File: src/hw/rtl/cda_pkg.sv
`default_nettype none

package cda_pkg;

    localparam int AMOUNT_BITS_DEF = 16;
    localparam int YEAR_BITS_DEF   = 16;

    // Command selector carried on the input tuser.
    localparam logic [1:0] KIND_SET    = 2'd0;
    localparam logic [1:0] KIND_DAYS   = 2'd1;
    localparam logic [1:0] KIND_MONTHS = 2'd2;
    localparam logic [1:0] KIND_YEARS  = 2'd3;

    // Result status carried on the output tuser.
    localparam logic [1:0] STAT_OK       = 2'd0;
    localparam logic [1:0] STAT_BAD_DATE = 2'd1;
    localparam logic [1:0] STAT_NEGATIVE = 2'd2;
    localparam logic [1:0] STAT_YEAR_OVF = 2'd3;

    localparam int MONTHS_PER_YEAR = 12;
    localparam int DEFAULT_YEAR    = 1970;
    localparam int YEAR_CYCLE      = 400;
    localparam int CENTURY         = 100;

    localparam logic [3:0] JANUARY   = 4'd1;
    localparam logic [3:0] FEBRUARY  = 4'd2;
    localparam logic [3:0] MARCH     = 4'd3;
    localparam logic [3:0] APRIL     = 4'd4;
    localparam logic [3:0] JUNE      = 4'd6;
    localparam logic [3:0] SEPTEMBER = 4'd9;
    localparam logic [3:0] NOVEMBER  = 4'd11;
    localparam logic [3:0] DECEMBER  = 4'd12;

    localparam logic [4:0] FIRST_DAY = 5'd1;
    localparam logic [4:0] DAYS_28   = 5'd28;
    localparam logic [4:0] DAYS_29   = 5'd29;
    localparam logic [4:0] DAYS_30   = 5'd30;
    localparam logic [4:0] DAYS_31   = 5'd31;

    // Position of a year inside the 400-year Gregorian cycle.
    localparam logic [8:0] CYCLE_LEN     = 9'(YEAR_CYCLE);
    localparam logic [8:0] CYCLE_DEFAULT = 9'(DEFAULT_YEAR % YEAR_CYCLE);

    typedef enum logic [2:0] {
        ST_IDLE,
        ST_QDIV,
        ST_MADD,
        ST_YCHK,
        ST_YMOD,
        ST_YFIN,
        ST_WALK,
        ST_DONE
    } cda_state_t;

    typedef struct packed {
        logic start;
        logic by_cycle;
    } cda_div_req_t;

    typedef struct packed {
        logic done;
    } cda_div_rsp_t;

    // Leap test on the year's position in the 400-year cycle.
    function automatic logic is_leap(input logic [8:0] cyc);
        is_leap = (cyc[1:0] == 2'b00) && (cyc != 9'(CENTURY))
                  && (cyc != 9'(2 * CENTURY)) && (cyc != 9'(3 * CENTURY));
    endfunction

    function automatic logic [4:0] month_len(input logic [3:0] month, input logic leap);
        case (month)
            FEBRUARY:                          month_len = leap ? DAYS_29 : DAYS_28;
            APRIL, JUNE, SEPTEMBER, NOVEMBER:  month_len = DAYS_30;
            default:                           month_len = DAYS_31;
        endcase
    endfunction

endpackage

`default_nettype wire

File: src/hw/rtl/cda_divser.sv
`default_nettype none

// Shared divider by a small constant (12 or 400), built on a reciprocal multiply.
// The operand is registered at the start, then the quotient, and then the
// remainder, which is ready when done pulses.
module cda_divser
    import cda_pkg::*;
#(
    parameter int WIDTH = YEAR_BITS_DEF
) (
    input  wire logic             aclk,
    input  wire logic             aresetn,
    input  wire cda_div_req_t     req,
    input  wire logic [WIDTH-1:0] operand,
    output cda_div_rsp_t          rsp,
    output logic [WIDTH-1:0]      quotient,
    output logic [8:0]            remainder
);

    // For any 32-bit x: x / 12 = (x * RECIP_12) >> 35 and x / 25 = (x * RECIP_25) >> 35.
    // A division by 400 drops the low four bits first and then divides by 25.
    localparam logic [31:0] RECIP_12    = 32'hAAAA_AAAB;
    localparam logic [31:0] RECIP_25    = 32'h51EB_851F;
    localparam int          RECIP_SHIFT = 35;

    logic             q_pend_reg, q_pend_next;
    logic             r_pend_reg, r_pend_next;
    logic             done_reg, done_next;
    logic             by_cycle_reg, by_cycle_next;
    logic [WIDTH-1:0] op_reg, op_next;
    logic [WIDTH-1:0] quot_reg, quot_next;
    logic [8:0]       rem_reg, rem_next;

    logic [9:0]       divisor;
    logic [31:0]      op_ext;
    logic [31:0]      mul_in;
    logic [31:0]      recip;
    logic [63:0]      product;
    logic [19:0]      q_prod;
    logic [9:0]       rem_diff;

    always_comb begin
        divisor  = by_cycle_reg ? {1'b0, CYCLE_LEN} : 10'(MONTHS_PER_YEAR);
        op_ext   = 32'(op_reg);
        mul_in   = by_cycle_reg ? {4'b0000, op_ext[31:4]} : op_ext;
        recip    = by_cycle_reg ? RECIP_25 : RECIP_12;
        product  = 64'(mul_in) * 64'(recip);

        // The remainder is below 400, so ten low bits of the difference are exact.
        q_prod   = {10'd0, quot_reg[9:0]} * {10'd0, divisor};
        rem_diff = op_reg[9:0] - q_prod[9:0];

        q_pend_next   = req.start;
        r_pend_next   = q_pend_reg;
        done_next     = r_pend_reg;
        by_cycle_next = by_cycle_reg;
        op_next       = op_reg;
        quot_next     = quot_reg;
        rem_next      = rem_reg;

        if (req.start) begin
            by_cycle_next = req.by_cycle;
            op_next       = operand;
        end
        if (q_pend_reg) begin
            quot_next = WIDTH'(product[63:RECIP_SHIFT]);
        end
        if (r_pend_reg) begin
            rem_next = rem_diff[8:0];
        end
    end

    always_ff @(posedge aclk) begin
        if (!aresetn) begin
            q_pend_reg <= 1'b0;
            r_pend_reg <= 1'b0;
            done_reg   <= 1'b0;
        end else begin
            q_pend_reg <= q_pend_next;
            r_pend_reg <= r_pend_next;
            done_reg   <= done_next;
        end
    end

    always_ff @(posedge aclk) begin
        by_cycle_reg <= by_cycle_next;
        op_reg       <= op_next;
        quot_reg     <= quot_next;
        rem_reg      <= rem_next;
    end

    assign rsp.done  = done_reg;
    assign quotient  = quot_reg;
    assign remainder = rem_reg;

endmodule

`default_nettype wire

File: src/hw/rtl/calendar_date_arithmetic.sv
// Gregorian date register with set, add-days, add-months and add-years commands.
//
// Input channel (s_): one item is one command. s_tuser selects the command and
// s_tdata carries the amount and the fields of a new date. The block takes one
// item at a time: s_tready is high only while the block is idle.
// Output channel (m_): exactly one item per command, holding the date after the
// command, its leap flag and a status code on m_tuser. On any error the date
// shown is the one held before the command, and it is left unchanged.
//
// A command refused at once (negative amount to add-days or add-months, month
// above 12 or lowest year to set) and adding zero months go straight to the
// result. Set and add-years place the new year in the 400-year cycle through
// the shared constant divider, unless the year overflows first. Add-months
// divides the amount by 12 on that divider, adds the carry to the year, places
// it in the cycle and walks on past a day the new month lacks. Add-days walks
// one month per cycle. The next item is taken once the result is registered.
//
// Reset sets the date to 1 January 1970 and drops m_tvalid. The result sits in
// an output register; while the receiver stalls it holds, and the block may
// already take and work on the next item, waiting at the end until it is free.
`default_nettype none

module calendar_date_arithmetic
    import cda_pkg::*;
#(
    parameter int AMOUNT_BITS = AMOUNT_BITS_DEF,
    parameter int YEAR_BITS   = YEAR_BITS_DEF,
    localparam int IN_W  = ((AMOUNT_BITS + 9 + YEAR_BITS + 7) / 8) * 8,
    localparam int OUT_W = ((YEAR_BITS + 10 + 7) / 8) * 8
) (
    input  wire logic             aclk,
    input  wire logic             aresetn,

    input  wire logic             s_tvalid,
    output logic                  s_tready,
    // amount, new_day, new_month, new_year (from bit 0 up), zero padded
    input  wire logic [IN_W-1:0]  s_tdata,
    // kind
    input  wire logic [1:0]       s_tuser,

    output logic                  m_tvalid,
    input  wire logic             m_tready,
    // day_out, month_out, year_out, leap_out (from bit 0 up), zero padded
    output logic [OUT_W-1:0]      m_tdata,
    // status
    output logic [1:0]            m_tuser
);

    // Divider operand width, widened year sum width, day accumulator width.
    localparam int DV = (AMOUNT_BITS > YEAR_BITS) ? AMOUNT_BITS : YEAR_BITS;
    localparam int EW = DV + 2;
    localparam int DW = ((AMOUNT_BITS > 5) ? AMOUNT_BITS : 5) + 1;

    localparam int OFS_DAY   = AMOUNT_BITS;
    localparam int OFS_MONTH = AMOUNT_BITS + 5;
    localparam int OFS_YEAR  = AMOUNT_BITS + 9;

    localparam longint YEAR_MAX_L = (longint'(1) << (YEAR_BITS - 1)) - 1;
    localparam logic signed [EW-1:0]        Y_HI_W      = EW'(YEAR_MAX_L);
    localparam logic signed [EW-1:0]        Y_LO_W      = -Y_HI_W;
    localparam logic signed [YEAR_BITS-1:0] Y_HI        = YEAR_BITS'(YEAR_MAX_L);
    localparam logic signed [YEAR_BITS-1:0] Y_INVALID   = {1'b1, {(YEAR_BITS-1){1'b0}}};
    localparam logic signed [YEAR_BITS-1:0] Y_MINUS_ONE = '1;
    localparam logic signed [YEAR_BITS-1:0] Y_ONE       = YEAR_BITS'(1);
    localparam logic signed [YEAR_BITS-1:0] Y_DEFAULT   = YEAR_BITS'(DEFAULT_YEAR);

    // Input fields.
    logic signed [AMOUNT_BITS-1:0] in_amount;
    logic [4:0]                    in_day;
    logic [3:0]                    in_month;
    logic signed [YEAR_BITS-1:0]   in_year;

    assign in_amount = $signed(s_tdata[AMOUNT_BITS-1:0]);
    assign in_day    = s_tdata[OFS_DAY +: 5];
    assign in_month  = s_tdata[OFS_MONTH +: 4];
    assign in_year   = $signed(s_tdata[OFS_YEAR +: YEAR_BITS]);

    // Architectural date, including its place in the 400-year cycle.
    logic [4:0]                  day_reg, day_next;
    logic [3:0]                  month_reg, month_next;
    logic signed [YEAR_BITS-1:0] year_reg, year_next;
    logic [8:0]                  cyc_reg, cyc_next;

    cda_state_t                  state_reg, state_next;
    logic [1:0]                  kind_reg, kind_next;
    logic [1:0]                  status_reg, status_next;

    // Working copy of the date while a command is in progress.
    logic [DW-1:0]               wday_reg, wday_next;
    logic [3:0]                  wmon_reg, wmon_next;
    logic signed [YEAR_BITS-1:0] wyear_reg, wyear_next;
    logic [8:0]                  wcyc_reg, wcyc_next;
    logic signed [EW-1:0]        ywide_reg, ywide_next;

    logic                        m_valid_reg, m_valid_next;
    logic [OUT_W-1:0]            m_data_reg, m_data_next;
    logic [1:0]                  m_user_reg, m_user_next;

    // Shared divider.
    cda_div_req_t                div_req;
    cda_div_rsp_t                div_rsp;
    logic [DV-1:0]               div_operand;
    logic [DV-1:0]               div_quot;
    logic [8:0]                  div_rem;

    cda_divser #(
        .WIDTH (DV)
    ) u_divser (
        .aclk      (aclk),
        .aresetn   (aresetn),
        .req       (div_req),
        .operand   (div_operand),
        .rsp       (div_rsp),
        .quotient  (div_quot),
        .remainder (div_rem)
    );

    // Datapath terms.
    logic [4:0]                  set_day;
    logic [3:0]                  set_month;
    logic signed [YEAR_BITS-1:0] set_year;
    logic signed [EW-1:0]        year_sum;
    logic [4:0]                  month_sum;
    logic                        month_over;
    logic signed [EW-1:0]        carry_sum0, carry_sum1;
    logic [YEAR_BITS-1:0]        yw_mag;
    logic [8:0]                  cyc_fold;
    logic [4:0]                  walk_len;
    logic                        walk_more;
    logic                        wyear_at_minus_one;
    logic [8:0]                  cyc_raw, cyc_step;

    always_comb begin
        set_day    = (in_day == 5'd0) ? FIRST_DAY : in_day;
        set_month  = (in_month == 4'd0) ? JANUARY : in_month;
        set_year   = (in_year == '0) ? Y_DEFAULT : in_year;

        year_sum   = EW'(year_reg) + EW'(in_amount);

        month_sum  = {1'b0, month_reg} + {1'b0, div_rem[3:0]};
        month_over = (month_sum > 5'(MONTHS_PER_YEAR));

        // Year plus carried years; one more when the sum crosses over year 0.
        carry_sum0 = EW'(year_reg) + ywide_reg;
        carry_sum1 = EW'(year_reg) + ywide_reg + EW'(1);

        yw_mag     = ywide_reg[EW-1] ? YEAR_BITS'(-ywide_reg) : ywide_reg[YEAR_BITS-1:0];

        // The divider works on the magnitude; fold back for negative years.
        cyc_fold   = (wyear_reg[YEAR_BITS-1] && (div_rem != 9'd0)) ? (CYCLE_LEN - div_rem)
                                                                    : div_rem;

        walk_len   = month_len(wmon_reg, is_leap(wcyc_reg));
        walk_more  = (wday_reg > DW'(walk_len));

        // Year -1 is followed by year 1.
        wyear_at_minus_one = (wyear_reg == Y_MINUS_ONE);
        cyc_raw    = wcyc_reg + (wyear_at_minus_one ? 9'd2 : 9'd1);
        cyc_step   = (cyc_raw >= CYCLE_LEN) ? (cyc_raw - CYCLE_LEN) : cyc_raw;
    end

    assign s_tready = (state_reg == ST_IDLE);

    always_comb begin
        state_next   = state_reg;
        kind_next    = kind_reg;
        status_next  = status_reg;
        day_next     = day_reg;
        month_next   = month_reg;
        year_next    = year_reg;
        cyc_next     = cyc_reg;
        wday_next    = wday_reg;
        wmon_next    = wmon_reg;
        wyear_next   = wyear_reg;
        wcyc_next    = wcyc_reg;
        ywide_next   = ywide_reg;
        m_data_next  = m_data_reg;
        m_user_next  = m_user_reg;
        m_valid_next = m_valid_reg && !m_tready;

        div_req      = '0;
        div_operand  = '0;

        case (state_reg)
            ST_IDLE: begin
                if (s_tvalid) begin
                    kind_next   = s_tuser;
                    status_next = STAT_OK;
                    case (s_tuser)
                        KIND_SET: begin
                            wday_next  = DW'(set_day);
                            wmon_next  = set_month;
                            ywide_next = EW'(set_year);
                            if ((set_month > 4'(MONTHS_PER_YEAR)) || (set_year == Y_INVALID)) begin
                                status_next = STAT_BAD_DATE;
                                state_next  = ST_DONE;
                            end else begin
                                state_next  = ST_YCHK;
                            end
                        end
                        KIND_DAYS: begin
                            if (in_amount[AMOUNT_BITS-1]) begin
                                status_next = STAT_NEGATIVE;
                                state_next  = ST_DONE;
                            end else begin
                                wday_next  = DW'(day_reg) + DW'($unsigned(in_amount));
                                wmon_next  = month_reg;
                                wyear_next = year_reg;
                                wcyc_next  = cyc_reg;
                                state_next = ST_WALK;
                            end
                        end
                        KIND_MONTHS: begin
                            if (in_amount[AMOUNT_BITS-1]) begin
                                status_next = STAT_NEGATIVE;
                                state_next  = ST_DONE;
                            end else if (in_amount == '0) begin
                                state_next  = ST_DONE;
                            end else begin
                                div_req.start    = 1'b1;
                                div_req.by_cycle = 1'b0;
                                div_operand      = DV'($unsigned(in_amount));
                                state_next       = ST_QDIV;
                            end
                        end
                        default: begin
                            // Adding years: a landing on year 0 moves one more step on.
                            if (year_sum == '0) begin
                                ywide_next = in_amount[AMOUNT_BITS-1] ? -EW'(1) : EW'(1);
                            end else begin
                                ywide_next = year_sum;
                            end
                            state_next = ST_YCHK;
                        end
                    endcase
                end
            end

            ST_QDIV: begin
                if (div_rsp.done) begin
                    wmon_next  = month_over ? 4'(month_sum - 5'(MONTHS_PER_YEAR))
                                            : month_sum[3:0];
                    ywide_next = EW'($unsigned(div_quot)) + EW'(month_over);
                    wday_next  = DW'(day_reg);
                    state_next = ST_MADD;
                end
            end

            ST_MADD: begin
                if (year_reg[YEAR_BITS-1] && !carry_sum0[EW-1]) begin
                    ywide_next = carry_sum1;
                end else begin
                    ywide_next = carry_sum0;
                end
                state_next = ST_YCHK;
            end

            ST_YCHK: begin
                if ((ywide_reg > Y_HI_W) || (ywide_reg < Y_LO_W)) begin
                    status_next = STAT_YEAR_OVF;
                    state_next  = ST_DONE;
                end else begin
                    wyear_next       = ywide_reg[YEAR_BITS-1:0];
                    div_req.start    = 1'b1;
                    div_req.by_cycle = 1'b1;
                    div_operand      = DV'(yw_mag);
                    state_next       = ST_YMOD;
                end
            end

            ST_YMOD: begin
                if (div_rsp.done) begin
                    wcyc_next  = cyc_fold;
                    state_next = ST_YFIN;
                end
            end

            ST_YFIN: begin
                state_next = ST_DONE;
                case (kind_reg)
                    KIND_SET: begin
                        if (walk_more) begin
                            status_next = STAT_BAD_DATE;
                        end else begin
                            day_next   = wday_reg[4:0];
                            month_next = wmon_reg;
                            year_next  = wyear_reg;
                            cyc_next   = wcyc_reg;
                        end
                    end
                    KIND_MONTHS: begin
                        state_next = ST_WALK;
                    end
                    KIND_YEARS: begin
                        year_next = wyear_reg;
                        cyc_next  = wcyc_reg;
                        // The leap day of a year that has none becomes 1 March.
                        if ((day_reg == DAYS_29) && (month_reg == FEBRUARY)
                            && !is_leap(wcyc_reg)) begin
                            day_next   = FIRST_DAY;
                            month_next = MARCH;
                        end
                    end
                    default: begin
                        state_next = ST_DONE;
                    end
                endcase
            end

            ST_WALK: begin
                if (walk_more) begin
                    wday_next = wday_reg - DW'(walk_len);
                    if (wmon_reg == DECEMBER) begin
                        if (wyear_reg == Y_HI) begin
                            status_next = STAT_YEAR_OVF;
                            state_next  = ST_DONE;
                        end else begin
                            wmon_next  = JANUARY;
                            wyear_next = wyear_at_minus_one ? Y_ONE : (wyear_reg + Y_ONE);
                            wcyc_next  = cyc_step;
                        end
                    end else begin
                        wmon_next = wmon_reg + 4'd1;
                    end
                end else begin
                    day_next   = wday_reg[4:0];
                    month_next = wmon_reg;
                    year_next  = wyear_reg;
                    cyc_next   = wcyc_reg;
                    state_next = ST_DONE;
                end
            end

            ST_DONE: begin
                if (!m_valid_reg || m_tready) begin
                    m_valid_next = 1'b1;
                    m_data_next  = OUT_W'({is_leap(cyc_reg), year_reg, month_reg, day_reg});
                    m_user_next  = status_reg;
                    state_next   = ST_IDLE;
                end
            end

            default: begin
                state_next = ST_IDLE;
            end
        endcase
    end

    always_ff @(posedge aclk) begin
        if (!aresetn) begin
            state_reg   <= ST_IDLE;
            m_valid_reg <= 1'b0;
            day_reg     <= FIRST_DAY;
            month_reg   <= JANUARY;
            year_reg    <= Y_DEFAULT;
            cyc_reg     <= CYCLE_DEFAULT;
        end else begin
            state_reg   <= state_next;
            m_valid_reg <= m_valid_next;
            day_reg     <= day_next;
            month_reg   <= month_next;
            year_reg    <= year_next;
            cyc_reg     <= cyc_next;
        end
    end

    always_ff @(posedge aclk) begin
        kind_reg   <= kind_next;
        status_reg <= status_next;
        wday_reg   <= wday_next;
        wmon_reg   <= wmon_next;
        wyear_reg  <= wyear_next;
        wcyc_reg   <= wcyc_next;
        ywide_reg  <= ywide_next;
        m_data_reg <= m_data_next;
        m_user_reg <= m_user_next;
    end

    assign m_tvalid = m_valid_reg;
    assign m_tdata  = m_data_reg;
    assign m_tuser  = m_user_reg;

endmodule

`default_nettype wire

File: config.mk
export PLATFORM = sky130hd
export DESIGN_NAME = calendar_date_arithmetic
export DESIGN_NICKNAME = d
export VERILOG_FILES = /design/src/hw/rtl/cda_pkg.sv /design/src/hw/rtl/cda_divser.sv /design/src/hw/rtl/calendar_date_arithmetic.sv
export SDC_FILE = /design/constraint.sdc
export NUM_CORES = 1
export LEC_CHECK = 0
export ABC_CLOCK_PERIOD_IN_PS = 8600
export BUFFER_PORTS_ARGS = -buffer_cell sky130_fd_sc_hd__buf_2
export CORE_UTILIZATION = 37
export CTS_BUF_LIST = sky130_fd_sc_hd__clkbuf_8 sky130_fd_sc_hd__clkbuf_16
export CTS_CLUSTER_SIZE = 16
export DETAILED_ROUTE_END_ITERATION = 8
export HOLD_SLACK_MARGIN = 0.15
export SYNTH_ARGS = -nofsm -noshare
export SYNTH_HDL_FRONTEND = slang
export SYNTH_SLANG_ARGS = --single-unit
File: constraint.sdc
create_clock -name aclk -period 8.6 [get_ports aclk]
set_input_delay 1.72 -clock aclk [delete_from_list [all_inputs] [get_ports aclk]]
set_output_delay 1.72 -clock aclk [all_outputs]
set_load 0.005 [all_outputs]
==> results of run 1 <==
worst reg2reg max path, stage by stage (launching register included):
cell	delay, ns
edfxtp_1	0.74
buf_4	0.28
nand2b_1	0.27
inv_1	0.17
nor2_1	0.34
fa_1	0.53
fa_1	0.48
fa_1	0.51
inv_1	0.05
fa_1	0.46
fa_1	0.55
inv_1	0.06
fa_1	0.60
inv_1	0.09
ha_1	0.33
o21a_1	0.25
o2bb2ai_1	0.15
a311oi_1	0.50
and4_1	0.42
nor3_1	0.15
a31o_2	0.31
a31o_2	0.25
a31o_2	0.26
xor2_1	0.14
cells in the final DEF (no fill, tap or decap), types with 27 or more instances in the layout:
cell type and n:
inv_1 482, fa_1 252, ha_1 249, nand2_1 202, edfxtp_1 138, nor2_1 124, a21oi_1 98, o21ai_0 88
xnor2_1 81, buf_2 76, xor2_1 73, nand3_1 64, a21o_1 45, dfxtp_1 41, conb_1 40, nand2b_1 27
cell usage after synthesis (13+ instances only):
cell      instances
ha_1            249
clkbuf_1         52
and3_1           24
dfxtp_1          41
nor4_1           18
o211ai_1         17
nand3_1          64
o21ai_0          88
nand2_1         202
fa_1            252
nand4_1          21
xor2_1           73
a21boi_0         20
nor2_1          124
o221ai_1         26
a21oi_1          98
nand2b_1         27
a22oi_1          19
xnor2_1          81
a21o_1           45
nor3_1           23
nor2b_1          26
and2_1           13
edfxtp_1        138
o22ai_1          19
o21ai_1          14
inv_1           481
worst max-delay path by stage:
stage	start	to	slack, ns
floorplan	u_divser.by_cycle_reg	u_divser.quotient[10]	1.66
global placement	u_divser.by_cycle_reg	u_divser.quotient[14]	0.59
detailed placement	u_divser.by_cycle_reg	u_divser.quotient[14]	0.52
CTS	u_divser.by_cycle_reg	u_divser.quotient[14]	0.49
global route	u_divser.by_cycle_reg	u_divser.quotient[11]	0.23
finish	u_divser.by_cycle_reg	u_divser.quotient[14]	0.48
metal layers:
| layer | vias up | global-route usage, % | routed length [um] |
|---|---|---|---|
| met2 | 574 | 35.0 | 30900 |
| met3 | 84 | 2.93 | 4180 |
| met5 | - | 0 | 0 |
| li1 | 8349 | - | - |
| met4 | 0 | 5.84 | 1620 |
| met1 | 8858 | 29.1 | 29400 |
cell type report:
class                      count  share of cell area, %
clock buffer                  17                   1.72
clock inverter                15                  0.587
inverter                     481                   7.31
multi-input combinational   1760                   64.1
sequential                   179                   20.1
tap                          782                   3.96
timing repair buffer          98                   2.26
logic make-up after synthesis:
logic type / count (synthesis) / synth area share, %
flops: 179 / 21.8
mux: 13 / 0.588
other cells: 2 / 0.0330
buf+inv: 551 / 9.27
simple gates: 594 / 12.9
compound gates: 458 / 13.6
fa+ha+maj: 501 / 35.9
xor+xnor: 154 / 5.93
through the flow:
stage / utilization, % / area, um^2
3_3_place_gp: 39.9 / 24100
5_1_grt: 40.8 / 24700
2_1_floorplan: - / 22900
6_report: 40.8 / 24700
4_1_cts: 40.8 / 24700
3_5_place_dp: 39.9 / 24100
==> run_results.csv, run 1 <==
group,metric,value,unit
run_status,status,"complete, no violations",
timing,clock_skew,0.0117,ns
timing,hold_ws,0.484,ns
drt,final_antenna_net_count,0,
cts,clk_pin_slew_worst_paths,0.08,ns
critical_path,crit_path_start_kind,"register",
synthesis,synthArstFlopShare,0,%
floorplan,die_h,250,um
place,io_buffers,76,
critical_path,rr_worst_depth,23,
critical_path,path_buf_inv,5,
cts,cts_setup_buffers,0,
drt,vias,17900,
floorplan,row_count,90,
cells_and_area,syn_to_final_growth,8.63,%
critical_path,critPathRequiredTime,8.80,ns
drt,drtIter0Drc,1482,
floorplan,coreArea,60600,um^2
cts,htree_levels,4,
critical_path,slowest_delay,0.74,ns
synthesis,yosysUniqueCellTypes,93,
timing,finalHoldViolCount,0,
cells_and_area,largest_reg_flops,26,
synthesis,synth_area,22800,um^2
cells_and_area,fill_cells,5941,
synthesis,synth_seq_cells,179,
global_route,grt-ovfl-total,0,
global_route,grt_antenna_before_repair,0,
critical_path,worstReg2RegStart,"u_divser.by_cycle_reg",
drt,remaining_drc_errors,0,
critical_path,cp.arrival,8.32,ns
global_route,grt_max_degree,42,
drt,drt_wl_total,66100,um
cts,root_buffer,"clkbuf_16",
timing,tns,0,ns
critical_path,crit_path_end_kind,"register",
min_path,holdCritPathClass,"register to register",
synthesis,synth_edf_count,138,
cells_and_area,insertedDiodeCount,0,
timing,layout_setup_ws,0.477,ns
critical_path,r2r_slack,0.48,ns
cts,postCtsHoldBufs,0,
place,place_congestion,0.973,
timing,period_share,94.5,%
critical_path,cp_max_fo,16,
critical_path,cp_common_cell,"fa_1",
timing,finalSetupViolations,0,
critical_path,cp_num_cells,23,
cells_and_area,stdcell_count,3332,
floorplan,fp.dieW,250,um
drt,wire_per_inst,19.8,um
critical_path,r2r_end,"u_divser.quotient[14]",
cells_and_area,register_area,4960,um^2
cells_and_area,finalNetCount,3092,
cts,cts_tree,"built",
synthesis,ys_seq_area_share,21.8,%
synthesis,yosysTopAreaCell,"fa_1",
cts,clock-sinks,179,
timing,max-slew-margin-rel,22.4,%
timing,grt_setup_unrepaired,"false",
min_path,hold_start,"status_reg[0]",
place,dp_cells,3300,
drt,via_per_inst,5.36,
min_path,hold_path_depth,0,
critical_path,cp_cell_sequence,"buf_4 > nand2b_1 > inv_1 > nor2_1 > fa_1 > fa_1 > fa_1 > inv_1 > fa_1 > fa_1 > inv_1 > fa_1 > inv_1 > ha_1 > o21a_1 > o2bb2ai_1 > a311oi_1 > and4_1 > nor3_1 > a31o_2 > a31o_2 > a31o_2 > xor2_1",
global_route,grt_pass1_vias,18000,
cts,clk-insertion-delay-late,0.44,ns
timing,max_slew.worst_pin.slew,1.16,ns
global_route,grt_pass1_wl,103000,um
synthesis,syn-instance-count,2452,
flow_run,cap_violations,0,
cells_and_area,multi_input_area,15800,um^2
floorplan,initial_core_util,37.6,%
drt,firstDrtPassIters,6,
critical_path,crit_family,"adder cells",
cells_and_area,drive_gt1_share,6.47,%
critical_path,worst_path_max_delay_cell,"edfxtp_1",
cts,clockBufferDepth,2,
place,dp_hpwl,55200,um
place,dp_slack,0.519,ns
critical_path,crit_type,"register to register",
synthesis,synthTopCellsByArea,"fa_1 22%, edfxtp_1 18%, ha_1 14%",
synthesis,syn_avg_cell_area,9.28,um^2
synthesis,ys.flop_type,"edfxtp_1",
timing,fmax,123,MHz
floorplan,io_pins,90,
global_route,globalRouteTotalUtil,21.3,%
floorplan,dieArea,62500,um^2
synthesis,netlist.area_leader.share,22.2,%
cts,cts_buffers,17,
synthesis,yosysWarnings,0,
timing,finalMaxSlewViolations,0,
cts,cts_resized,0,
min_path,hold_path_end,"m_tuser[0]",
timing,min_period,8.12,ns
Power of run 1 is not shown: default switching activity piles up to over one toggle a cycle in this logic, so the estimate is an artifact.
==> run 2, diff against run 1 <==
- CTS_BUF_LIST: sky130_fd_sc_hd__clkbuf_8 sky130_fd_sc_hd__clkbuf_16 -> sky130_fd_sc_hd__clkbuf_2
==> run_results.csv, run 2 (synthesis gave the netlist of run 1 again) <==
group,metric,value,unit
place,place_congestion,0.973,
cts,clock-sinks,179,
critical_path,crit_type,"register to register",
critical_path,cp_num_cells,23,
run_status,status,"complete, no violations",
timing,finalSetupViolations,0,
critical_path,critPathRequiredTime,9.21,ns
cells_and_area,syn_to_final_growth,7.15,%
critical_path,worst_path_max_delay_cell,"edfxtp_1",
drt,firstDrtPassIters,5,
cts,htree_levels,4,
timing,fmax,122,MHz
place,io_buffers,76,
cts,postCtsHoldBufs,0,
global_route,grt_antenna_before_repair,1,
drt,wire_per_inst,19.8,um
cts,cts_tree,"built",
cells_and_area,finalNetCount,3092,
critical_path,cp_common_cell,"fa_1",
critical_path,slowest_delay,0.79,ns
global_route,grt_pass1_wl,102000,um
cts,cts_setup_buffers,0,
timing,finalHoldViolCount,0,
cts,clockBufferDepth,2,
floorplan,row_count,90,
critical_path,r2r_slack,0.41,ns
critical_path,cp.arrival,8.80,ns
timing,min_period,8.19,ns
drt,drt_wl_total,66000,um
timing,grt_setup_unrepaired,"false",
drt,drtIter0Drc,1524,
place,dp_hpwl,55200,um
global_route,grt-ovfl-total,0,
timing,max_slew.worst_pin.slew,1.19,ns
floorplan,initial_core_util,37.6,%
drt,via_per_inst,5.34,
flow_run,cap_violations,0,
critical_path,rr_worst_depth,23,
timing,max-slew-margin-rel,20.2,%
timing,hold_ws,0.490,ns
min_path,hold_path_depth,0,
drt,final_antenna_net_count,0,
floorplan,die_h,250,um
cts,cts_resized,0,
cts,clk_pin_slew_worst_paths,0.31,ns
timing,clock_skew,0.0602,ns
timing,tns,0,ns
timing,period_share,95.2,%
cells_and_area,final_common_cell,"inv_1",
cells_and_area,layout_common_cells,"481 x inv_1, 252 x fa_1, 249 x ha_1",
critical_path,crit_path_start_kind,"register",
critical_path,path_buf_inv,5,
cts,root_buffer,"clkbuf_2",
critical_path,crit_path_end_kind,"register",
critical_path,cp_max_fo,16,
critical_path,cp_cell_sequence,"buf_4 > nand2b_1 > inv_1 > nor2_1 > fa_1 > fa_1 > fa_1 > inv_1 > fa_1 > fa_1 > inv_1 > fa_1 > inv_1 > ha_1 > o21a_1 > o2bb2ai_1 > a311oi_1 > and4_1 > nor3_1 > a31o_2 > a31o_2 > a31o_2 > xor2_1",
min_path,holdCritPathClass,"register to register",
floorplan,dieArea,62500,um^2
timing,finalMaxSlewViolations,0,
floorplan,fp.dieW,250,um
drt,vias,17800,
critical_path,crit_family,"adder cells",
global_route,grt_pass1_vias,18000,
floorplan,io_pins,90,
global_route,globalRouteTotalUtil,21.2,%
cts,cts_buffers,17,
cells_and_area,drive_gt1_share,6.51,%
drt,remaining_drc_errors,0,
cells_and_area,largest_reg_flops,26,
floorplan,coreArea,60600,um^2
cts,clk-insertion-delay-late,0.82,ns
global_route,grt_max_degree,42,
[run 2: cell type report]
cell class	count	area, um^2
Clock buffer	18	90.1
Fill cell	5990	36200
Inverter	481	1810
Tap cell	782	978
Antenna cell	1	2.50
Sequential cell	179	4960
Timing Repair Buffer	98	558
Clock inverter	14	141
Multi-Input combinational cell	1760	15800
[run 2: final timing paths]
kind	start	endpoint
setup reg to reg	u_divser.by_cycle_reg	u_divser.quotient[14]
hold / removal	status_reg[0]	m_tuser[0]
setup / recovery	u_divser.by_cycle_reg	u_divser.quotient[14]
hold reg to reg	status_reg[0]	m_tuser[0]
[run 2: layer usage]
metal	wire [um]	vias up	global-route usage, %
li1	-	8346	-
met1	29500	8850	29.2
met2	31100	533	35.1
met5	0	-	0
met3	3940	68	2.75
met4	1450	0	5.33
[run 2: metrics by stage]
step	setup slack [ns]	utilization [%]	cells	cell area [um^2]
2_1_floorplan	1.66	-	2490	22900
3_3_place_gp	0.588	39.9	3300	24100
3_5_place_dp	0.519	39.9	3300	24100
4_1_cts	0.497	40.2	3332	24400
5_1_grt	0.237	40.2	3333	24400
6_report	0.413	40.2	3333	24400
Power of run 2 is left out for the same reason.
